### config.mk
export PLATFORM = sky130hd
export DESIGN_NAME = ir_pulse_width_frame_encoder_unit
export DESIGN_NICKNAME = d
export VERILOG_FILES = /design/src/design/ipwfe_pkg.sv /design/src/design/ir_pulse_width_frame_encoder_unit.sv /design/src/design/ipwfe_cfg_regs.sv /design/src/design/ipwfe_seq.sv /design/src/design/ipwfe_seg_gen.sv
export SDC_FILE = /design/constraint.sdc
export NUM_CORES = 1
export LEC_CHECK = 0
export BUFFER_PORTS_ARGS = -buffer_cell sky130_fd_sc_hd__buf_2
export CAP_MARGIN = 20
export CORE_MARGIN = 2
export CORE_UTILIZATION = 38
export DETAILED_ROUTE_END_ITERATION = 8
export SLEW_MARGIN = 5
export SYNTH_ARGS = -nofsm -noshare
export SYNTH_HDL_FRONTEND = slang
export SYNTH_SLANG_ARGS = --single-unit
### constraint.sdc
create_clock -name i_clk -period 8.42 [get_ports i_clk]
set_clock_uncertainty 0.1 [all_clocks]
set_input_delay 0.421 -clock i_clk [delete_from_list [all_inputs] [get_ports i_clk]]
set_output_delay 0.421 -clock i_clk [all_outputs]
set_load 0.02 [all_outputs]
### src/design/ipwfe_pkg.sv
// Shared constants, types and helpers for the IR pulse-width frame encoder.
`default_nettype none

package ipwfe_pkg;

    // Bits sent per byte; bits above bit 7 of a byte go out as zero bits.
    localparam int BYTE_BITS = 8;

    localparam int BYTE_W    = 8;
    localparam int DUR_W     = 14;
    localparam int CFG_IDX_W = 4;
    localparam int CFG_DAT_W = DUR_W;

    // Header mark + header space, two segments per bit for two bytes, gap space.
    localparam int SEG_COUNT = 2 + 4 * BYTE_BITS + 1;
    localparam int SEG_W     = $clog2(SEG_COUNT);
    localparam int IDX_W     = (BYTE_BITS > 1) ? $clog2(BYTE_BITS) : 1;

    localparam logic [SEG_W-1:0] SEG_HDR_MARK  = SEG_W'(0);
    localparam logic [SEG_W-1:0] SEG_HDR_SPACE = SEG_W'(1);
    localparam logic [SEG_W-1:0] SEG_LAST      = SEG_W'(SEG_COUNT - 1);

    typedef enum logic [CFG_IDX_W-1:0] {
        REG_HDR_MARK   = CFG_IDX_W'(0),
        REG_HDR_SPACE  = CFG_IDX_W'(1),
        REG_ONE_MARK   = CFG_IDX_W'(2),
        REG_ZERO_MARK  = CFG_IDX_W'(3),
        REG_ONE_SPACE  = CFG_IDX_W'(4),
        REG_ZERO_SPACE = CFG_IDX_W'(5),
        REG_GAP_SPACE  = CFG_IDX_W'(6),
        REG_START_BYTE = CFG_IDX_W'(7)
    } t_reg_idx;

    localparam logic [DUR_W-1:0]  RST_HDR_MARK   = DUR_W'(2400);
    localparam logic [DUR_W-1:0]  RST_HDR_SPACE  = DUR_W'(600);
    localparam logic [DUR_W-1:0]  RST_ONE_MARK   = DUR_W'(1200);
    localparam logic [DUR_W-1:0]  RST_ZERO_MARK  = DUR_W'(600);
    localparam logic [DUR_W-1:0]  RST_ONE_SPACE  = DUR_W'(600);
    localparam logic [DUR_W-1:0]  RST_ZERO_SPACE = DUR_W'(1200);
    localparam logic [DUR_W-1:0]  RST_GAP_SPACE  = DUR_W'(3000);
    localparam logic [BYTE_W-1:0] RST_START_BYTE = BYTE_W'(8'hAA);

    typedef struct packed {
        logic [DUR_W-1:0]  hdr_mark;
        logic [DUR_W-1:0]  hdr_space;
        logic [DUR_W-1:0]  one_mark;
        logic [DUR_W-1:0]  zero_mark;
        logic [DUR_W-1:0]  one_space;
        logic [DUR_W-1:0]  zero_space;
        logic [DUR_W-1:0]  gap_space;
        logic [BYTE_W-1:0] start_byte;
    } t_cfg;

    typedef struct packed {
        logic              active;
        logic [SEG_W-1:0]  seg;
        logic [BYTE_W-1:0] payload;
    } t_seq;

    // Spread an 8-bit byte over BYTE_BITS bit slots, zero above bit 7.
    function automatic logic [BYTE_BITS-1:0] widen_byte(input logic [BYTE_W-1:0] b);
        logic [15:0]          ext;
        logic [BYTE_BITS-1:0] v;
        ext = {8'h00, b};
        for (int i = 0; i < BYTE_BITS; i++) begin
            v[i] = ext[i];
        end
        return v;
    endfunction

endpackage

`default_nettype wire

### src/design/ir_pulse_width_frame_encoder_unit.sv
// Top level of the IR pulse-width frame encoder.
//
// Usage:
//   Command channel: a byte on i_payload_byte is taken at a clock edge where
//   i_start is high and o_busy is low. The frame comes out as one segment per
//   cycle on o_carrier_on / o_duration_us / o_last_segment, each marked by a
//   one-cycle o_strobe: header mark, header space, start byte and command
//   byte (LSB first, mark then space per bit), then the gap space with
//   o_last_segment set. 35 segments per byte.
//   The accepting edge loads the segment counter in ipwfe_seq; the result
//   register in ipwfe_seg_gen then puts each segment on the outputs.
//   Throughput: one byte per frame, set by the segment counter that
//   emits one segment per cycle; o_busy drops during the last segment so the
//   next frame follows with no idle cycle.
//   The receiver cannot stall: each segment is valid only in its strobe cycle.
//   Config channel: i_cfg_valid / o_cfg_ready (always ready), i_cfg_index
//   selects the register, unmapped indexes are ignored. Write only when idle.
//   Reset (synchronous, active low) restores default timings and start byte
//   0xAA and drops any frame in progress.
`default_nettype none

module ir_pulse_width_frame_encoder_unit (
    input  wire                             i_clk,
    input  wire                             i_rst_n,
    input  wire                             i_start,
    output logic                            o_busy,
    input  wire  [ipwfe_pkg::BYTE_W-1:0]    i_payload_byte,
    output logic                            o_strobe,
    output logic                            o_carrier_on,
    output logic [ipwfe_pkg::DUR_W-1:0]     o_duration_us,
    output logic                            o_last_segment,
    input  wire                             i_cfg_valid,
    output logic                            o_cfg_ready,
    input  wire  [ipwfe_pkg::CFG_IDX_W-1:0] i_cfg_index,
    input  wire  [ipwfe_pkg::CFG_DAT_W-1:0] i_cfg_data
);
    import ipwfe_pkg::*;

    t_cfg cfg;
    t_seq seq;
    logic accept;

    assign accept = i_start && !o_busy;

    ipwfe_cfg_regs u_cfg_regs (
        .i_clk       (i_clk),
        .i_rst_n     (i_rst_n),
        .i_cfg_valid (i_cfg_valid),
        .o_cfg_ready (o_cfg_ready),
        .i_cfg_index (i_cfg_index),
        .i_cfg_data  (i_cfg_data),
        .o_cfg       (cfg)
    );

    ipwfe_seq u_seq (
        .i_clk          (i_clk),
        .i_rst_n        (i_rst_n),
        .i_start        (i_start),
        .i_payload_byte (i_payload_byte),
        .o_busy         (o_busy),
        .o_seq          (seq)
    );

    ipwfe_seg_gen u_seg_gen (
        .i_clk          (i_clk),
        .i_rst_n        (i_rst_n),
        .i_seq          (seq),
        .i_cfg          (cfg),
        .o_strobe       (o_strobe),
        .o_carrier_on   (o_carrier_on),
        .o_duration_us  (o_duration_us),
        .o_last_segment (o_last_segment)
    );

    // A transfer restarts the frame at the header mark.
    a_accept_starts_frame: assert property (@(posedge i_clk) disable iff (!i_rst_n)
        accept |=> (seq.active && seq.seg == SEG_HDR_MARK))
        else $error("accepted byte did not restart the segment counter");

    // Without a new byte the sequencer goes idle after the gap segment.
    a_frame_ends: assert property (@(posedge i_clk) disable iff (!i_rst_n)
        (seq.active && seq.seg == SEG_LAST && !accept) |=> !seq.active)
        else $error("sequencer kept running past the gap segment");

    // Every strobed segment comes from an active sequencer cycle.
    a_strobe_source: assert property (@(posedge i_clk) disable iff (!i_rst_n)
        o_strobe |-> $past(seq.active))
        else $error("result strobe without an active segment");

    // The closing segment is a space and only comes from the last counter value.
    a_last_is_gap: assert property (@(posedge i_clk) disable iff (!i_rst_n)
        (o_strobe && o_last_segment) |-> (!o_carrier_on && $past(seq.seg) == SEG_LAST))
        else $error("last segment flag on a wrong segment");

endmodule

`default_nettype wire

### src/design/ipwfe_cfg_regs.sv
// Configuration register file: segment timings and start byte.
`default_nettype none

module ipwfe_cfg_regs (
    input  wire                            i_clk,
    input  wire                            i_rst_n,
    input  wire                            i_cfg_valid,
    output logic                           o_cfg_ready,
    input  wire  [ipwfe_pkg::CFG_IDX_W-1:0] i_cfg_index,
    input  wire  [ipwfe_pkg::CFG_DAT_W-1:0] i_cfg_data,
    output ipwfe_pkg::t_cfg                o_cfg
);
    import ipwfe_pkg::*;

    t_cfg r_cfg;
    t_cfg n_cfg;

    assign o_cfg_ready = 1'b1;
    assign o_cfg       = r_cfg;

    always_comb begin
        n_cfg = r_cfg;
        if (i_cfg_valid) begin
            case (t_reg_idx'(i_cfg_index))
                REG_HDR_MARK:   n_cfg.hdr_mark   = i_cfg_data;
                REG_HDR_SPACE:  n_cfg.hdr_space  = i_cfg_data;
                REG_ONE_MARK:   n_cfg.one_mark   = i_cfg_data;
                REG_ZERO_MARK:  n_cfg.zero_mark  = i_cfg_data;
                REG_ONE_SPACE:  n_cfg.one_space  = i_cfg_data;
                REG_ZERO_SPACE: n_cfg.zero_space = i_cfg_data;
                REG_GAP_SPACE:  n_cfg.gap_space  = i_cfg_data;
                REG_START_BYTE: n_cfg.start_byte = i_cfg_data[BYTE_W-1:0];
                default:        n_cfg = r_cfg; // unmapped index: dropped
            endcase
        end
    end

    always_ff @(posedge i_clk) begin
        if (!i_rst_n) begin
            r_cfg.hdr_mark   <= RST_HDR_MARK;
            r_cfg.hdr_space  <= RST_HDR_SPACE;
            r_cfg.one_mark   <= RST_ONE_MARK;
            r_cfg.zero_mark  <= RST_ZERO_MARK;
            r_cfg.one_space  <= RST_ONE_SPACE;
            r_cfg.zero_space <= RST_ZERO_SPACE;
            r_cfg.gap_space  <= RST_GAP_SPACE;
            r_cfg.start_byte <= RST_START_BYTE;
        end else begin
            r_cfg <= n_cfg;
        end
    end

endmodule

`default_nettype wire

### src/design/ipwfe_seq.sv
// Frame sequencer: captures the command byte and steps the segment counter.
`default_nettype none

module ipwfe_seq (
    input  wire                          i_clk,
    input  wire                          i_rst_n,
    input  wire                          i_start,
    input  wire  [ipwfe_pkg::BYTE_W-1:0] i_payload_byte,
    output logic                         o_busy,
    output ipwfe_pkg::t_seq              o_seq
);
    import ipwfe_pkg::*;

    logic              r_active;
    logic [SEG_W-1:0]  r_seg;
    logic [BYTE_W-1:0] r_payload;
    logic              n_active;
    logic [SEG_W-1:0]  n_seg;
    logic              accept;

    // Free during the final segment so the next frame follows without a gap.
    assign o_busy = r_active && (r_seg != SEG_LAST);
    assign accept = i_start && !o_busy;

    always_comb begin
        n_active = r_active;
        n_seg    = r_seg;
        if (accept) begin
            n_active = 1'b1;
            n_seg    = SEG_HDR_MARK;
        end else if (r_active) begin
            if (r_seg == SEG_LAST) begin
                n_active = 1'b0;
            end else begin
                n_seg = r_seg + SEG_W'(1);
            end
        end
    end

    always_ff @(posedge i_clk) begin
        if (!i_rst_n) begin
            r_active <= 1'b0;
            r_seg    <= SEG_HDR_MARK;
        end else begin
            r_active <= n_active;
            r_seg    <= n_seg;
        end
    end

    always_ff @(posedge i_clk) begin
        if (accept) begin
            r_payload <= i_payload_byte;
        end
    end

    assign o_seq.active  = r_active;
    assign o_seq.seg     = r_seg;
    assign o_seq.payload = r_payload;

endmodule

`default_nettype wire

### src/design/ipwfe_seg_gen.sv
// Segment decoder and result register: maps a segment number to mark/space and duration.
`default_nettype none

module ipwfe_seg_gen (
    input  wire                         i_clk,
    input  wire                         i_rst_n,
    input  ipwfe_pkg::t_seq             i_seq,
    input  ipwfe_pkg::t_cfg             i_cfg,
    output logic                        o_strobe,
    output logic                        o_carrier_on,
    output logic [ipwfe_pkg::DUR_W-1:0] o_duration_us,
    output logic                        o_last_segment
);
    import ipwfe_pkg::*;

    logic [SEG_W-1:0]     off;
    logic [SEG_W-1:0]     off2;
    logic [SEG_W-1:0]     half;
    logic [IDX_W-1:0]     idx;
    logic                 sel_payload;
    logic                 bit_val;
    logic [BYTE_BITS-1:0] start_v;
    logic [BYTE_BITS-1:0] pay_v;

    logic                 n_carrier;
    logic [DUR_W-1:0]     n_dur;
    logic                 n_last;

    logic                 r_strobe;
    logic                 r_carrier;
    logic [DUR_W-1:0]     r_dur;
    logic                 r_last;

    assign start_v = widen_byte(i_cfg.start_byte);
    assign pay_v   = widen_byte(i_seq.payload);

    // Bit segments start after the header; the second byte starts 2*BYTE_BITS later.
    assign off         = i_seq.seg - SEG_W'(2);
    assign sel_payload = off >= SEG_W'(2 * BYTE_BITS);
    assign off2        = sel_payload ? off - SEG_W'(2 * BYTE_BITS) : off;
    assign half        = off2 >> 1;
    assign idx         = half[IDX_W-1:0];
    assign bit_val     = sel_payload ? pay_v[idx] : start_v[idx];

    always_comb begin
        n_last = 1'b0;
        if (i_seq.seg == SEG_HDR_MARK) begin
            n_carrier = 1'b1;
            n_dur     = i_cfg.hdr_mark;
        end else if (i_seq.seg == SEG_HDR_SPACE) begin
            n_carrier = 1'b0;
            n_dur     = i_cfg.hdr_space;
        end else if (i_seq.seg == SEG_LAST) begin
            n_carrier = 1'b0;
            n_dur     = i_cfg.gap_space;
            n_last    = 1'b1;
        end else if (!off2[0]) begin
            n_carrier = 1'b1;
            n_dur     = bit_val ? i_cfg.one_mark : i_cfg.zero_mark;
        end else begin
            n_carrier = 1'b0;
            n_dur     = bit_val ? i_cfg.one_space : i_cfg.zero_space;
        end
    end

    always_ff @(posedge i_clk) begin
        if (!i_rst_n) begin
            r_strobe <= 1'b0;
        end else begin
            r_strobe <= i_seq.active;
        end
    end

    always_ff @(posedge i_clk) begin
        r_carrier <= n_carrier;
        r_dur     <= n_dur;
        r_last    <= n_last;
    end

    assign o_strobe       = r_strobe;
    assign o_carrier_on   = r_carrier;
    assign o_duration_us  = r_dur;
    assign o_last_segment = r_last;

endmodule

`default_nettype wire

Word-level counts from Yosys, hierarchy flattened
Index checks and enable logic that the tools add are counted.
- output and inout port bits: 19
- input port bits: 30
- word-level logic and storage cells: 67
- bits in registers: 138
- bitwise logic cells: 2
- $lt $le $gt $ge: 2
- equality and inequality tests: 10
- reduce and logical (&&, ||, !) cells: 16
- muxes and demuxes: 19
- $add $sub $neg: 3
- operators with widths (kind ; count):
    $mux 14 ; 6
    $reduce_and 2->1 ; 9
    $eq 4x3->1 const B ; 4
    $mux 1 ; 10
    $eq 4x2->1 const B ; 2
    $add 6x1->6 const B ; 1
    $bmux 1 s3 ; 2
    $eq 6x1->1 const B ; 1
    $eq 6x6->1 const B ; 1
    $ge 6x5->1 const B ; 1
    $logic_not 6->1 ; 1
    $ne 6x6->1 const B ; 1
    $sub 6x2->6 const B ; 1
    $eq 4x1->1 const B ; 1
    $logic_not 4->1 ; 1
    $lt 3x4->1 const B ; 1
    $mux 4 ; 1
    $reduce_or 2->1 ; 2
    $sub 4x1->4 const B ; 1
    $logic_and 1x1->1 ; 2
    $not 1->1 ; 2
    $logic_not 1->1 ; 1

Logic depth before layout (Yosys ltp)
- word-level depth: 11
- mapped depth: 11
- mapped depth without buffers: 8

Cells and area by module
A second synthesis with hierarchy kept.
- cells, all modules: 673
- area, all modules: 6431.2 um^2
- by module, submodules not included (module ; times used ; seq. area each (um^2) ; area an instance (um^2) ; cells each):
    ipwfe_cfg_regs ; 1 ; 2122.0 ; 4113.9 ; 409
    ipwfe_seg_gen ; 1 ; 340.3 ; 1697.9 ; 211
    ipwfe_seq ; 1 ; 380.4 ; 619.3 ; 53

Worst setup path before layout
Ideal clock, no wire load.
- path type: register to register
- start point: register u_seq.r_seg[1]
- end point: register u_seg_gen.r_dur[10] (netlist: u_seg_gen.o_duration_us[10])
- buffers on the path: 2
- setup slack: 5737 ps
- period minus slack after synthesis: 2683 ps
- stages on the path, launching flop included: 10
- data arrival time: 2514 ps
- required time: 8251 ps
- library setup time: 69 ps
- path through: dfxtp_1 -> buf_6 -> inv_1 -> ha_1 -> mux4_2 -> mux2_4 -> mux2i_4 -> buf_6 -> mux2_2 -> o21ai_1
- cells in the longest elaborated chain, start to end: 11
- elaborated cells on any way between the ends: 18
- those cells by class: add/sub: 2; order compare: 1; eq/ne: 2; mux: 12; reduce/logical: 1
- ends and longest elaborated chain (element ; RTL line ; text):
    start: declaration ; ipwfe_seq.sv:15 ; logic [SEG_W-1:0] r_seg;
    start signal: assignment ; ipwfe_seq.sv:46 ; r_seg <= n_seg;
    $sub 6x2->6 ; ipwfe_seg_gen.sv:38 ; assign off = i_seq.seg - SEG_W'(2);
    $ge 6x5->1 / $sub 4x1->4 (equally long branches) ; ipwfe_seg_gen.sv:39, ipwfe_seg_gen.sv:40 ;
    $mux 4 ; ipwfe_seg_gen.sv:40 ; assign off2 = sel_payload ? off - SEG_W'(2 * BYTE_BITS) : off;
    $bmux 1 s3 ; ipwfe_seg_gen.sv:43 ; assign bit_val = sel_payload ? pay_v[idx] : start_v[idx];
    $mux 1 (implied by the code) ; ipwfe_seg_gen.sv:43 ;
    $mux 1 ; ipwfe_seg_gen.sv:43 ;
    $mux 14, on equally long branches ; ipwfe_seg_gen.sv:59, ipwfe_seg_gen.sv:62 ;
    $mux 14 ; ipwfe_seg_gen.sv:57 ; end else if (!off2[0]) begin
    $mux 14 ; ipwfe_seg_gen.sv:53 ; end else if (i_seq.seg == SEG_LAST) begin
    $mux 14 ; ipwfe_seg_gen.sv:50 ; end else if (i_seq.seg == SEG_HDR_SPACE) begin
    $mux 14 * ; ipwfe_seg_gen.sv:47 ; if (i_seq.seg == SEG_HDR_MARK) begin
    via u_seg_gen.n_dur[10] ; ipwfe_seg_gen.sv:26 ; logic [DUR_W-1:0] n_dur;
    end signal: assignment ; ipwfe_seg_gen.sv:76 ; r_dur <= n_dur;
    end: declaration ; ipwfe_seg_gen.sv:31 ; logic [DUR_W-1:0] r_dur;
Mark *: on every way through the listed nets, which the timed path passes. The rest lies on a longest branch. The select of a mux whose other input is x is not followed.
A chain may end at the register's enable or synchronous reset.

Worst setup path in the final report
- start point: register u_seq.r_seg[1]
- end point: register u_seg_gen.r_dur[8] (netlist: u_seg_gen.o_duration_us[8])
Same word-level chain as after synthesis.

==> flow_metrics.tcl <==
set metrics [dict create \
    status "completed" \
    intPower_mw 1.22 \
    synth.distinct_cells 53 \
    layout-drive-gt1-share 0.143 \
    post-place-ws_ns 4.86 \
    cap_violations 0 \
    relSlewSlack 0.253 \
    yosys_warnings 0 \
    crit_fanout 31 \
    vias 5117 \
    synthMuxAreaShare 0.0683 \
    hold_end "u_seq.r_payload[6]" \
    n_fill_cell 1569 \
    critPathSlowestCell "mux2i_4" \
    synthToLayoutAreaGrowth_pct 13.9 \
    clockBufferDepth 2 \
    synth-edff-count 8 \
    r2r_end "u_seg_gen.o_duration_us[8]" \
    synth_top_area_frac 0.419 \
    synth_top_family_by_area "simple AND/OR/NAND/NOR gates" \
    place_congestion 0.824 \
    hold_class "in -> reg" \
    slew_violations 0 \
    rsz0062_at_grt "false" \
    track_usage 0.193 \
    yosys_register_bits 138 \
    die_w_um 132 \
    critPathKind "reg -> reg" \
    drtAntennaViolNets 0 \
    synth_area_leaders "dfxtp_1 42%, nand2_1 14%, a21boi_0 8.0%" \
    clk_pin_slew_worst_paths_ns 0.05 \
    synth_ff_type "dfxtp_1" \
    fin_setup_tns_ns 0 \
    finalPower_mw 1.58 \
    cts_tree "yes" \
    vias_per_cell 5.24 \
    grt_max_degree 114 \
    critPathCaptureType "flop" \
    first_iter_violations 430 \
    coreArea_mm2 0.0159 \
    synth_top_cells_by_count "225 x nand2_1, 130 x dfxtp_1, 66 x a21boi_0, 39 x clkbuf_1" \
    post-route-min-period_ns 3.57 \
    critPathTopFamily "multiplexers" \
    die_y_um 132 \
    tightest_slew_ns 1.12 \
    r2r-start "u_seq.r_seg[1]" \
    hp-start "i_payload_byte[6]" \
    yosysTopAreaCell "dfxtp_1" \
    rows 46 \
    synthAdderAreaFrac 0.0121 \
    grt_pass1_vias 5014 \
    syn_area_per_cell_um2 8.44 \
    io_pins 49 \
    setup_viol 0 \
    cts-root-buf "clkbuf_16" \
    start_kind "flop" \
    placedCellCount 945 \
    synth_simple_gate_area_frac 0.238 \
    synth-xor-area-share 0.00282 \
    antennaDiodeCount 0 \
    crit_required_ns 8.67 \
    grt_pass1_wl_um 26200 \
    vdd_drop_max_mv 0.151 \
    setup_ws_ns 4.85 \
    pwr-share-seq 0.434 \
    power_switching_uw 366 \
    antenna_found_initial 0 \
    ctsResizeCount 0 \
    post_drt_wl_per_cell_um 16.9 \
    p_leak_nw 2.73 \
    overflow 0 \
    max_freq_mhz 281 \
    hold_viol_final 0 \
    cp.arrival_ns 3.81 \
    p_per_area_mw_per_mm2 224 \
    numCtsBuffers 17 \
    synth_area_mm2 0.00621 \
    synth_nets 772 \
    post-synth-top-count-cell "nand2_1" \
    min_path_cells 1 \
    power.share.clock 0.479 \
    post-route-period-util 0.423 \
    dieArea_mm2 0.0174 \
    ctsHoldBuffers 0 \
    ys_seq_area_frac 0.458 \
    wl_um 16500 \
    worst_path_largest_cell_delay_ns 0.81 \
    firstDrtPassIters 5 \
    drc_errors 0 \
    regToRegSetupSlack_ns 4.85 \
    path_cells "inv_1 > ha_1 > mux4_2 > mux2_4 > mux2i_4 > mux2_2 > o21ai_1" \
    fin_nets 784 \
    clock_sinks 138 \
    cp_num_buf_inv 1 \
    combPwrFrac 0.087 \
    clkLatencyLatePin_ns 0.42 \
    synth_cells 736 \
    final_core_util 0.444 \
    synthArstFlopShare 0 \
    start_util 0.390 \
    final_cells 977 \
    cts_setup_buffers 0 \
    place_hpwl_um 10600 \
    portBuffers 47 \
    p_sw_frac 0.231 \
    synth_compound_area_frac 0.170 \
    r2r_cells 7 \
    cts_max_level 4 \
]
worst register-to-register path, cell delays in order, from the launching register on:
cell,delay (ns)
dfxtp_1,0.59
inv_1,0.18
ha_1,0.42
mux4_2,0.52
mux2_4,0.32
mux2i_4,0.81
mux2_2,0.42
o21ai_1,0.13
metrics by stage:
stage	area (um^2)	hold WS, ns
2_1_floorplan	6210	0.332
3_3_place_gp	6460	0.347
3_5_place_dp	6460	0.351
4_1_cts	7070	0.0614
5_1_grt	7070	0.0565
6_report	7070	0.0721
power by group through the flow:
stage | combinational, mW | clock [mW] | sequential [mW]
global placement | 0.134 | 0 | 0.702
global route | 0.149 | 0.798 | 0.690
detailed placement | 0.137 | 0 | 0.702
CTS | 0.138 | 0.767 | 0.688
floorplan | 0.0884 | 0 | 0.709
finish | 0.138 | 0.758 | 0.688
per-layer routing:
metal / up-vias / global-route usage / part of all wire
met5: - / 0 / 0
met4: 0 / 0.0948 / 0.029
met3: 39 / 0.0381 / 0.039
met2: 124 / 0.318 / 0.48
met1: 2448 / 0.242 / 0.45
li1: 2506 / - / -
cell families (layout without fill, tap and decap cells):
family                     after synthesis  in the layout
adders and majority gates                6              6
xor gates and xnor gates                 2              2
muxes                                   34             34
AOI/OAI and AO/OA                      147            147
DFF                                    138            138
other                                    1              1
buffers and inverters                   63             88
and+or+nand+nor                        345            345
flip-flops by register name (all words and copies together) (netlist names):
signal                    count
u_cfg_regs.o_cfg            106
u_seg_gen.o_duration_us      14
u_seq.r_payload               8
u_seq.r_seg                   6
u_seg_gen.o_carrier_on        1
u_seg_gen.o_last_segment      1
u_seg_gen.o_strobe            1
u_seq.r_active                1
cell usage in the layout, fill, tap and decap left out, types with 3 or more instances in the layout:
master     count
dfxtp_1      130
buf_4          4
a21boi_0      66
a311o_1        4
clkinv_2       3
a21boi_1       3
mux2_2         9
and2_1         6
edfxtp_1       8
and3_1        11
nand2b_1       3
or3_1          5
o21ai_1        6
mux4_2         3
nor3_1         6
inv_1          5
nor2b_1        7
nand3b_1       3
a31o_2         8
a21oi_1       13
a21o_1         8
mux2i_1       18
o31a_1         8
nor2_1        33
ha_1           6
nand2_1      225
o22ai_1        8
clkbuf_8       7
nand3_1       33
clkbuf_16     17
o21ai_0       11
a22oi_1        5
buf_2         47
how the worst max path moves through the flow:
stage / start / to / depth (start not counted)
final: u_seq.r_seg[1] / u_seg_gen.o_duration_us[8] / 7
after global routing: u_seq.r_seg[1] / u_seg_gen.o_duration_us[8] / 7
after CTS: u_seq.r_seg[0] / o_busy / 8
after detailed placement: u_seq.r_seg[1] / u_seg_gen.o_duration_us[8] / 7
after global placement: u_seq.r_seg[1] / u_seg_gen.o_duration_us[6] / 7
after floorplan: u_seq.r_seg[1] / u_seg_gen.o_duration_us[10] / 9
final cells by class:
type / count / area [um^2] / share of cell area
clock buffer: 26 / 529 / 0.0748
sequential: 138 / 2840 / 0.402
inverter: 5 / 18.8 / 0.00265
tap: 216 / 270 / 0.0382
clock inverter: 6 / 82.6 / 0.0117
timing repair buffer: 51 / 265 / 0.0375
multi-input combinational: 535 / 3060 / 0.433
(Power assumes the default switching activity.)
